[config.mk]
export PLATFORM = sky130hd
export DESIGN_NAME = hamming_code_encode_check_core
export DESIGN_NICKNAME = d
export VERILOG_FILES = /design/src/hw/rtl/hcec_pkg.sv /design/src/hw/rtl/hamming_code_encode_check_core.sv /design/src/hw/rtl/hcec_encoder.sv /design/src/hw/rtl/hcec_checker.sv
export SDC_FILE = /design/constraint.sdc
export NUM_CORES = 1
export LEC_CHECK = 0
export BUFFER_PORTS_ARGS = -buffer_cell sky130_fd_sc_hd__buf_4
export CORE_MARGIN = 3
export CORE_UTILIZATION = 49
export DETAILED_ROUTE_END_ITERATION = 7
export PLACE_DENSITY_LB_ADDON = 0.1
export SLEW_MARGIN = 20
export SYNTH_ARGS = -nofsm -noshare
export SYNTH_HDL_FRONTEND = slang
export SYNTH_SLANG_ARGS = --single-unit
[constraint.sdc]
create_clock -name clk_i -period 7.1 [get_ports clk_i]
set_input_delay 1.065 -clock clk_i [delete_from_list [all_inputs] [get_ports clk_i]]
set_output_delay 1.065 -clock clk_i [all_outputs]
set_load 0.1 [all_outputs]
[src/hw/rtl/hcec_pkg.sv]
// shared types, widths and constant functions for the hamming encode/check block
// no dependencies; used by hcec_encoder, hcec_checker and the top level

package hcec_pkg;

  // field widths, fixed by the item format
  localparam int unsigned WordW = 64;
  localparam int unsigned LenW  = 7;
  localparam int unsigned SynW  = 7;
  localparam int unsigned CfgW  = 3;

  // number of parity groups that fit in a 64-bit codeword (positions 1, 2, .. 64)
  localparam int unsigned NumGroups = 7;

  // largest codeword length handled
  localparam int unsigned CODE_MAX = 64;

  // reset value of the check group count register
  localparam logic [CfgW-1:0] CheckGroupsRst = 3'd7;

  typedef enum logic {
    KIND_ENCODE = 1'b0,
    KIND_CHECK  = 1'b1
  } kind_e;

  typedef struct packed {
    logic [WordW-1:0] codeword;
    logic [LenW-1:0]  code_length;
    logic [SynW-1:0]  syndrome;
    logic             error_found;
  } result_t;

  // smallest p with 2^p - p - 1 >= len, saturating at 8
  function automatic logic [3:0] parity_count(input logic [LenW-1:0] len);
    logic [3:0] p;
    p = 4'd0;
    for (int q = 0; q < 8; q++) begin
      if (int'(len) > (1 << q) - q - 1) begin
        p = p + 4'd1;
      end
    end
    return p;
  endfunction

  // largest data length whose codeword still fits in CODE_MAX positions
  function automatic int data_max();
    int best;
    best = 0;
    for (int l = 0; l < (1 << LenW); l++) begin
      if (l + int'(parity_count(LenW'(l))) <= int'(CODE_MAX)) begin
        best = l;
      end
    end
    return best;
  endfunction

  localparam int unsigned DataMax = data_max();

  function automatic logic is_pow2(input int pos);
    return (pos != 0) && ((pos & (pos - 1)) == 0);
  endfunction

  // number of powers of two in 1..pos
  function automatic int pow2_upto(input int pos);
    int cnt;
    cnt = 0;
    for (int k = 0; k < 8; k++) begin
      if ((1 << k) <= pos) begin
        cnt = cnt + 1;
      end
    end
    return cnt;
  endfunction

  // vector mask of the positions that belong to parity group grp
  function automatic logic [WordW-1:0] group_mask(input int grp);
    logic [WordW-1:0] m;
    m = '0;
    for (int pos = 1; pos <= int'(WordW); pos++) begin
      m[pos-1] = ((pos >> grp) & 1) != 0;
    end
    return m;
  endfunction

endpackage

[src/hw/rtl/hamming_code_encode_check_core.sv]
// hamming encode / syndrome check core, even parity, codewords up to 64 positions
// an accepted item is registered in the input stage and then in the result stage
// throughput: one item per cycle unless stalled, set by the parity-tree pass between them
// reset: asynchronous active low, clears both stage valids; check group count resets to 7
// depends on hcec_pkg, hcec_encoder, hcec_checker

module hamming_code_encode_check_core (
  input  logic                       clk_i,
  input  logic                       rst_ni,
  // configuration write channel: number of parity groups used by checks
  input  logic                       cfg_valid_i,
  output logic                       cfg_ready_o,
  input  logic [hcec_pkg::CfgW-1:0]  cfg_data_i,
  // item input channel
  input  logic                       in_valid_i,
  output logic                       in_stall_o,
  input  logic                       kind_i,
  input  logic [hcec_pkg::WordW-1:0] bits_i,
  input  logic [hcec_pkg::LenW-1:0]  length_i,
  // result output channel
  output logic                       out_valid_o,
  input  logic                       out_stall_i,
  output logic [hcec_pkg::WordW-1:0] codeword_o,
  output logic [hcec_pkg::LenW-1:0]  code_length_o,
  output logic [hcec_pkg::SynW-1:0]  syndrome_o,
  output logic                       error_found_o
);

  // check group count register, always writable
  logic [hcec_pkg::CfgW-1:0] check_groups_q;

  // input stage
  logic                       s1_valid_q, s1_valid_d;
  logic                       kind_q;
  logic [hcec_pkg::WordW-1:0] bits_q;
  logic [hcec_pkg::LenW-1:0]  length_q;

  // result stage
  logic              out_valid_q, out_valid_d;
  hcec_pkg::result_t out_q, out_d;

  // pipeline control
  logic out_advance;
  logic s1_load;
  logic in_xfer;

  hcec_pkg::result_t enc_res;
  hcec_pkg::result_t chk_res;

  assign cfg_ready_o = 1'b1;

  // the result stage moves when it is empty or its transfer completes this cycle
  assign out_advance = !out_valid_q || !out_stall_i;
  // the input stage takes a new item when it is empty or hands its item on
  assign s1_load     = !s1_valid_q || out_advance;
  assign in_stall_o  = !s1_load;
  assign in_xfer     = in_valid_i && s1_load;

  assign s1_valid_d  = in_xfer ? 1'b1 : (out_advance ? 1'b0 : s1_valid_q);
  assign out_valid_d = out_advance ? s1_valid_q : out_valid_q;

  always_ff @(posedge clk_i or negedge rst_ni) begin
    if (!rst_ni) begin
      check_groups_q <= hcec_pkg::CheckGroupsRst;
      s1_valid_q     <= 1'b0;
      out_valid_q    <= 1'b0;
    end else begin
      if (cfg_valid_i && cfg_ready_o) begin
        check_groups_q <= cfg_data_i;
      end
      s1_valid_q  <= s1_valid_d;
      out_valid_q <= out_valid_d;
    end
  end

  // payload registers, no reset needed
  always_ff @(posedge clk_i) begin
    if (in_xfer) begin
      kind_q   <= kind_i;
      bits_q   <= bits_i;
      length_q <= length_i;
    end
    if (out_advance && s1_valid_q) begin
      out_q <= out_d;
    end
  end

  // both datapaths evaluate every item, the kind picks one
  hcec_encoder u_encoder (
    .bits_i   (bits_q),
    .length_i (length_q),
    .result_o (enc_res)
  );

  hcec_checker u_checker (
    .bits_i   (bits_q),
    .length_i (length_q),
    .groups_i (check_groups_q),
    .result_o (chk_res)
  );

  assign out_d = (kind_q == hcec_pkg::KIND_CHECK) ? chk_res : enc_res;

  assign out_valid_o   = out_valid_q;
  assign codeword_o    = out_q.codeword;
  assign code_length_o = out_q.code_length;
  assign syndrome_o    = out_q.syndrome;
  assign error_found_o = out_q.error_found;

  // error flag tracks the syndrome
  a_err_flag: assert property (@(posedge clk_i) disable iff (!rst_ni)
    out_valid_o |-> (error_found_o == (syndrome_o != '0)))
    else $error("error flag does not match syndrome");

  // an encode result never carries a syndrome, a check result never carries a codeword
  a_kind_excl: assert property (@(posedge clk_i) disable iff (!rst_ni)
    out_valid_o |-> (code_length_o == '0 || syndrome_o == '0))
    else $error("result mixes encode and check fields");

  // produced codeword never exceeds the maximum length
  a_len_max: assert property (@(posedge clk_i) disable iff (!rst_ni)
    out_valid_o |-> (code_length_o <= hcec_pkg::LenW'(hcec_pkg::CODE_MAX)))
    else $error("codeword length above maximum");

  // zero-length codeword carries no bits
  a_empty_cw: assert property (@(posedge clk_i) disable iff (!rst_ni)
    (out_valid_o && code_length_o == '0) |-> (codeword_o == '0))
    else $error("empty codeword has bits set");

  // an accepted item is held in the input stage in the next cycle
  a_s1_fill: assert property (@(posedge clk_i) disable iff (!rst_ni)
    (in_valid_i && !in_stall_o) |=> s1_valid_q)
    else $error("accepted item lost at input stage");

  // with both stages full and the output stalled, the input must stall
  a_full_stall: assert property (@(posedge clk_i) disable iff (!rst_ni)
    (s1_valid_q && out_valid_q && out_stall_i) |-> in_stall_o)
    else $error("input accepted while pipeline full");

endmodule

[src/hw/rtl/hcec_encoder.sv]
// hamming encoder: scatters data bits into non-power-of-two positions, fills parity bits
// depends on hcec_pkg

module hcec_encoder (
  input  logic [hcec_pkg::WordW-1:0] bits_i,
  input  logic [hcec_pkg::LenW-1:0]  length_i,
  output hcec_pkg::result_t          result_o
);

  logic [hcec_pkg::LenW-1:0]    len_c;
  logic [hcec_pkg::WordW-1:0]   data_m;
  logic [3:0]                   par_cnt;
  logic [hcec_pkg::LenW-1:0]    code_len;
  logic [hcec_pkg::WordW-1:0]   cw_data;
  logic [hcec_pkg::NumGroups-1:0] par;
  logic [hcec_pkg::WordW-1:0]   cw;

  // clamp so that data plus parity fits
  assign len_c = (length_i > hcec_pkg::LenW'(hcec_pkg::DataMax)) ?
                 hcec_pkg::LenW'(hcec_pkg::DataMax) : length_i;

  assign par_cnt  = hcec_pkg::parity_count(len_c);
  assign code_len = len_c + hcec_pkg::LenW'(par_cnt);

  always_comb begin
    for (int k = 0; k < int'(hcec_pkg::WordW); k++) begin
      data_m[k] = bits_i[k] & (len_c > hcec_pkg::LenW'(k));
    end
  end

  // fixed wiring: position pos takes data bit pos - 1 - (powers of two up to pos)
  always_comb begin
    int idx;
    idx     = 0;
    cw_data = '0;
    for (int pos = 1; pos <= int'(hcec_pkg::WordW); pos++) begin
      idx = pos - 1 - hcec_pkg::pow2_upto(pos);
      if (!hcec_pkg::is_pow2(pos)) begin
        cw_data[pos-1] = data_m[idx];
      end
    end
  end

  // even parity over each group, only for the groups in use
  always_comb begin
    for (int i = 0; i < int'(hcec_pkg::NumGroups); i++) begin
      par[i] = (par_cnt > 4'(i)) && (code_len >= hcec_pkg::LenW'(1 << i)) &&
               (^(cw_data & hcec_pkg::group_mask(i)));
    end
  end

  always_comb begin
    cw = cw_data;
    for (int i = 0; i < int'(hcec_pkg::NumGroups); i++) begin
      cw[(1 << i) - 1] = cw_data[(1 << i) - 1] | par[i];
    end
  end

  assign result_o.codeword    = cw;
  assign result_o.code_length = code_len;
  assign result_o.syndrome    = '0;
  assign result_o.error_found = 1'b0;

endmodule

[src/hw/rtl/hcec_checker.sv]
// hamming syndrome checker over the configured number of parity groups
// depends on hcec_pkg

module hcec_checker (
  input  logic [hcec_pkg::WordW-1:0] bits_i,
  input  logic [hcec_pkg::LenW-1:0]  length_i,
  input  logic [hcec_pkg::CfgW-1:0]  groups_i,
  output hcec_pkg::result_t          result_o
);

  logic [hcec_pkg::LenW-1:0]  len_c;
  logic [hcec_pkg::WordW-1:0] word_m;
  logic [hcec_pkg::SynW-1:0]  syn;

  assign len_c = (length_i > hcec_pkg::LenW'(hcec_pkg::CODE_MAX)) ?
                 hcec_pkg::LenW'(hcec_pkg::CODE_MAX) : length_i;

  // positions past the codeword length read as zero
  always_comb begin
    for (int k = 0; k < int'(hcec_pkg::WordW); k++) begin
      word_m[k] = bits_i[k] & (len_c > hcec_pkg::LenW'(k));
    end
  end

  // syndrome bit i is the parity of group i
  always_comb begin
    for (int i = 0; i < int'(hcec_pkg::SynW); i++) begin
      syn[i] = (groups_i > hcec_pkg::CfgW'(i)) && (^(word_m & hcec_pkg::group_mask(i)));
    end
  end

  assign result_o.codeword    = '0;
  assign result_o.code_length = '0;
  assign result_o.syndrome    = syn;
  assign result_o.error_found = |syn;

endmodule

==> results of run 1 <==
## how the worst min path moves through the flow
stage	from	cells after the start	endpoint	slack, ns
6_report	rst_ni	1	out_valid_o	0.42
5_1_grt	rst_ni	1	s1_valid_q	0.41
3_5_place_dp	s1_valid_q	1	out_valid_o	0.48
4_1_cts	rst_ni	1	out_valid_o	0.41
3_3_place_gp	s1_valid_q	1	out_valid_o	0.46
2_1_floorplan	s1_valid_q	1	out_valid_o	0.44
## metal layers
| metal | part of all wire [%] | routed length [µm] |
|---|---|---|
| met2 | 47 | 11400 |
| met5 | 0 | 0 |
| met4 | 1.9 | 452 |
| met3 | 7.0 | 1690 |
| met1 | 44 | 10600 |
## worst max-delay path: cells and delay by family, from the launching register on
family          cells  cell delay [ns]
simple gates        5             1.22
compound gates      5             1.02
mux                 2             0.63
fa+ha+maj           4             1.20
xor+xnor            1             0.12
flops               1             0.77
## per-stage QoR
step	area, µm²	setup slack (ns)	util [%]	power (W)
after global routing	10700	1.52	61.2	0.00371
after detailed placement	10200	1.95	58.0	0.00272
after CTS	10700	1.92	61.2	0.00358
final	10700	1.91	61.2	0.00357
after global placement	10200	2.15	58.0	0.00271
after floorplan	8880	1.94	-	0.00239
## power by group
part / switching (W) / internal, W / total (W)
clock: 0.000403 / 0.000459 / 0.000861
sequential: 0.0000448 / 0.00113 / 0.00118
combinational: 0.000980 / 0.000556 / 0.00154
## cell usage in the layout (no fill, tap or decap), types with 9 or more instances in the layout
cell type    n
o21ai_1     12
and2_1       9
xor2_1      41
ha_1        10
xnor3_1     23
o21ai_0     19
a21oi_1     15
xnor2_1     70
buf_4      168
and3_1      12
inv_1       13
nor2_1      69
nor3_1      21
nand2_1     36
nand3_1     13
clkbuf_16   17
o211ai_1     9
edfxtp_1   150
## cells by family (layout without fill, tap and decap cells)
kind of cell	after synthesis	count (layout)	synth area share (%)
and+or+nand+nor	205	205	11.9
DFF	155	155	52.1
xor gates and xnor gates	139	139	17.9
AOI/OAI and AO/OA	123	123	11.0
buffers and inverters	54	213	3.52
muxes	14	14	1.76
adders and majority gates	12	12	1.75
other	2	2	0.0845
## state kept, by name (all words and copies together) (netlist names), 3 cells and up
signal          count
check_groups_q      3
length_q            7
code_length_o       7
codeword_o         63
syndrome_o          7
bits_q             64
## area by class of cell
type / instances / share of cell area, %
multi-input combinational: 495 / 36.8
clock inverter: 15 / 1.19
clock buffer: 17 / 3.97
sequential: 155 / 43.2
timing repair buffer: 168 / 11.8
tap: 225 / 2.62
inverter: 13 / 0.455
==> results.md, run 1 <==
- Status: complete, no violations
- Mapped Nets: 795
- Routability cong.: 0.938
- Busiest grt layer: met2
- Synth warn: 0
- Period utilisation layout: 73.1%
- Final hold vios: 0
- Actual slew at the worst max-slew pin: 1.15 ns
- Die Footprint: 19800 µm²
- Vias: 6196
- RSZ-0062 raised after global routing: false
- VDD IR max: 0.300 mV
- Number of global-route vias before repair: 6241
- Final setup viols: 0
- Synth area leader: edfxtp_1
- I/O pin cnt: 162
- Worst-Skew Late Latency: 0.44 ns
- PwrDens: 333 nW/µm²
- Data required time at the worst endpoint: 7.32 ns
- Core Rows: 48
- RR Endpoint: codeword_o[0]
- Share of flip-flops with an asynchronous set or reset: 3.23%
- H-tree depth: 4
- Post-DP HPWL: 17.9 mm
- Register area: 4630 µm²
- Initial antenna violation count: 0
- Total of max-cap violations: 0
- Largest net degree at the start of global routing: 79
- First-pass GRT wire length: 36.6 mm
- Placed cells: 1056
- Critical-path cell list: nor4_2 -> nand2_1 -> ha_1 -> nand2_1 -> o21ai_0 -> ha_1 -> mux2_2 -> ha_1 -> mux2_2 -> ha_1 -> a21o_1 -> a21oi_1 -> nor2b_1 -> o22ai_1 -> xnor2_1 -> and4b_1 -> a2111oi_0
- Overall Global Routing Usage: 24.5%
- Grt ovf: 0
- Iteration count of the initial detailed-routing pass: 5
- Final min period: 5.19 ns
- DRT iter0 DRCs: 607
- Clock sink total: 155
- Initial core utilization: 50.7%
- Count leader, synth: edfxtp_1
- CP startpoint: length_q[5]
- Final ANT Viol Nets: 0
- Core area: 17500 µm²
- Area of the multi-input gates: 3950 µm²
- Post-Synthesis Cells: 704
- Area grow syn2layout: 20.8%
- Main area contributors after synthesis: edfxtp_1 51%, xnor2_1 6.9%, xnor3_1 5.8%
- Crit path launch type: register
- Crit-path max cell delay: 0.77 ns
- CTS tree: built
- Post-cts sizing count: 0
- Sequential-to-total area share from yosys stat: 52.1%
- Die W: 141 µm
- Non-filler cells, final: 1088
- Clock root buffer: clkbuf_16
- Post-synth EDFFs: 150
- Critical Path AT: 5.41 ns
- Height of the die: 141 µm
- FF-to-FF setup slack: 1.91 ns
- Fmax: 0.193 GHz
- Clock slew seen by the registers of the worst setup and hold paths: 0.07 ns
- Worst Hold Class: in -> async
- Port bufs: 159
- Synth cell count leaders: 150 x edfxtp_1, 70 x xnor2_1, 69 x nor2_1
- Fill count: 1453
- Setup crit end: codeword_o[0]
- Leakage: 4.31 nW
- Worst R2R Start: length_q[5]
- Antenna diode count: 0
- Syn avg cell area: 12.6 µm²
- Drt via density: 5.69
- CP Max Fanout: 28
- Met2 usage: 38.7%
- Post-Syn Area: 8880 µm²
- Synthesized flop and latch total: 155
- Post-CTS setup buffer count: 0
- Kind of critical path: reg -> reg
- R2R cell count: 17
- GR Util met1: 34.7%
- DRC: 0
- Clk buf depth: 2
- Layout cells sized above 1: 29.0%
- Met3 Track Usage GR: 4.72%
- CP Capture Type: register
- Ys flop type: edfxtp_1
- CTS buffer count: 17
- Post-synth cell types: 89
- # nets final: 941
- WL/cell: 22.1 µm
- Clock skew: 0.0112 ns
- Yosys top cell area share: 50.7%
- Critical path's most frequent cell: ha_1
- Post-CTS Hold Fix Bufs: 0
- Setup_tns: 0 ns
- CP max stage cell: edfxtp_1
- Relative slew slack: 22.2%
- Max-slew violations: 0
- Hold WS: 0.417 ns
- Final WL: 24.1 mm
Power figures use the tool's default switching activity.
==> inputs of run 2 (changes only) <==
- clock period: 7.1 -> 4.65 ns (I/O delays scaled with it)
==> run 2 against run 1 <==
  * Combinational power up 56%
  * Via count increased by 2.9%
  * Total power increased by 54%
  * Die area is the same
  * Critical endpoint unchanged
  * Non-clock buffer count grew 29
  * Clock power increased by 52%
  * First-iteration DRC count is 0.33% lower
  * Wire length rose by 4.5%
  * Clock skew is 0.0017 ns higher
  * Maximum frequency increased by 17%
  * Largest cell class unchanged
  * Global-route usage rose by 1.1 points
==> results.md, run 2 (synthesis results as in run 1) <==
- Most frequent cells in the layout: 197 x buf_4, 150 x edfxtp_1, 70 x xnor2_1, 68 x nor2_1, 41 x xor2_1
- Critical-path cell list: buf_4 -> nor4_4 -> nand2_2 -> ha_1 -> nand2_1 -> o21ai_0 -> ha_1 -> mux2_2 -> ha_1 -> mux2_4 -> ha_1 -> a21o_1 -> a21oi_2 -> nor2b_1 -> o22ai_1 -> xnor2_1 -> and4b_1 -> a2111oi_2
- Leakage: 4.44 nW
- Antenna diode count: 0
- VDD IR max: 0.443 mV
- Overall Global Routing Usage: 25.6%
- Port bufs: 159
- Max reg flops: 64
- FF-to-FF setup slack: 0.21 ns
- Fmax: 0.225 GHz
- Clock skew: 0.0129 ns
- Worst Hold Class: in -> async
- Commonest non-fill, non-tap cell in the layout: buf_4
- Critical Path AT: 4.68 ns
- Post-DP HPWL: 19.0 mm
- Pre-CTS WS: 0.0831 ns
- Reg with most FFs: bits_q
- Relative slew slack: 32.2%
- Final WL: 25.2 mm
- Routability cong.: 0.917
- Height of the die: 141 µm
- Max-slew violations: 0
- Sequential Power Share: 32.5%
- I/O pin cnt: 162
- Critical path's top delay family: adder cells
- Worst-Skew Late Latency: 0.43 ns
- Crit path launch type: register
- Fill count: 1419
- Die Footprint: 19800 µm²
- Kind of critical path: reg -> reg
- CP max stage cell: edfxtp_1
- Hold WS: 0.0626 ns
- CP Max Fanout: 7
- DRT iter0 DRCs: 605
- PwrDens: 503 nW/µm²
- Gate power share: 43.7%
- Final hold vios: 0
- WP depth: 18
- Final ANT Viol Nets: 0
- Setup_tns: 0 ns
- Worst path bufs/invs: 1
- Clock root buffer: clkbuf_16
- Layout cells sized above 1: 31.4%
- Clock sink total: 155
- Sw frac: 39.3%
- Final min period: 4.44 ns
- CTS buffer count: 17
- Number of global-route vias before repair: 6431
- Final setup viols: 0
- CP Capture Type: register
- Die W: 141 µm
- CTS tree: built
- R2R cell count: 18
- Vias: 6374
- Clock power frac: 23.8%
- Crit path setup slack, layout: 0.209 ns
- Worst R2R Start: length_q[6]
- Initial core utilization: 50.7%
- H-tree depth: 4
- DRC: 0
- Clk buf depth: 2
- Initial antenna violation count: 0
- First-pass GRT wire length: 38.2 mm
- Total power: 0.00551 W
- Critical path's most frequent cell: ha_1
- Core Rows: 48
- Core area: 17500 µm²
- Area grow syn2layout: 23.4%
- Iteration count of the initial detailed-routing pass: 5
- Grt ovf: 0
- Period utilisation layout: 95.5%
- Drt via density: 5.71
- # nets final: 970
- Crit-path max cell delay: 0.41 ns
- WL/cell: 22.5 µm
- RSZ-0062 raised after global routing: false
- Actual slew at the worst max-slew pin: 1.02 ns
- Internal power: 0.00335 W
- Sw power: 0.00216 W
- Total of max-cap violations: 0
- Data required time at the worst endpoint: 4.88 ns
- Largest net degree at the start of global routing: 79
- Clock slew seen by the registers of the worst setup and hold paths: 0.06 ns
- Status: complete, no violations
- RR Endpoint: codeword_o[0]
-- run 2: worst max path at each step --
| stage | startpoint | to | slack [ns] |
|---|---|---|---|
| CTS | length_q[6] | codeword_o[0] | 0.05 |
| floorplan | length_q[2] | codeword_o[0] | 0.20 |
| global placement | length_q[6] | codeword_o[0] | 0.24 |
| finish | length_q[6] | codeword_o[0] | 0.21 |
| detailed placement | length_q[6] | codeword_o[0] | 0.08 |
| global route | length_q[6] | codeword_o[0] | 0.04 |
-- run 2: stage by stage --
step / instances / utilization [%] / instance area (µm²)
floorplan: 704 / - / 8890
global placement: 1083 / 59.2 / 10400
detailed placement: 1083 / 59.2 / 10400
CTS: 1115 / 62.3 / 10900
global route: 1117 / 62.5 / 11000
finish: 1117 / 62.5 / 11000
-- run 2: power groups by stage --
stage | clock [W] | sequential (W) | combinational, W
final | 0.00131 | 0.00179 | 0.00241
after global routing | 0.00139 | 0.00181 | 0.00251
after CTS | 0.00133 | 0.00179 | 0.00238
after detailed placement | 0 | 0.00182 | 0.00237
after global placement | 0 | 0.00182 | 0.00235
after floorplan | 0 | 0.00248 | 0.00117
-- run 2: final cells by class --
| class | instances | area, µm² | area share (%) |
|---|---|---|---|
| flip-flops and latches | 155 | 4630 | 42.2 |
| multi-input cells | 495 | 3970 | 36.2 |
| clock inverters | 13 | 119 | 1.08 |
| inverters | 13 | 48.8 | 0.445 |
| clock buffers | 19 | 433 | 3.95 |
| repair buffers | 197 | 1480 | 13.5 |
| well taps | 225 | 282 | 2.57 |
-- run 2: routing by layer --
layer,part of all wire [%],track usage (%),wire (µm),vias up
met1,44,37.4,11100,3129
met4,1.8,7.24,446,0
li1,-,-,-,2917
met3,6.5,4.07,1640,32
met2,48,40.2,12000,296
met5,0,0,0,-
-- run 2: repair_timing --
item,CTS,global route
resized for setup,0,7
hold buffers,0,0
buffers inserted,0,2
setup endpoints to repair,0,5
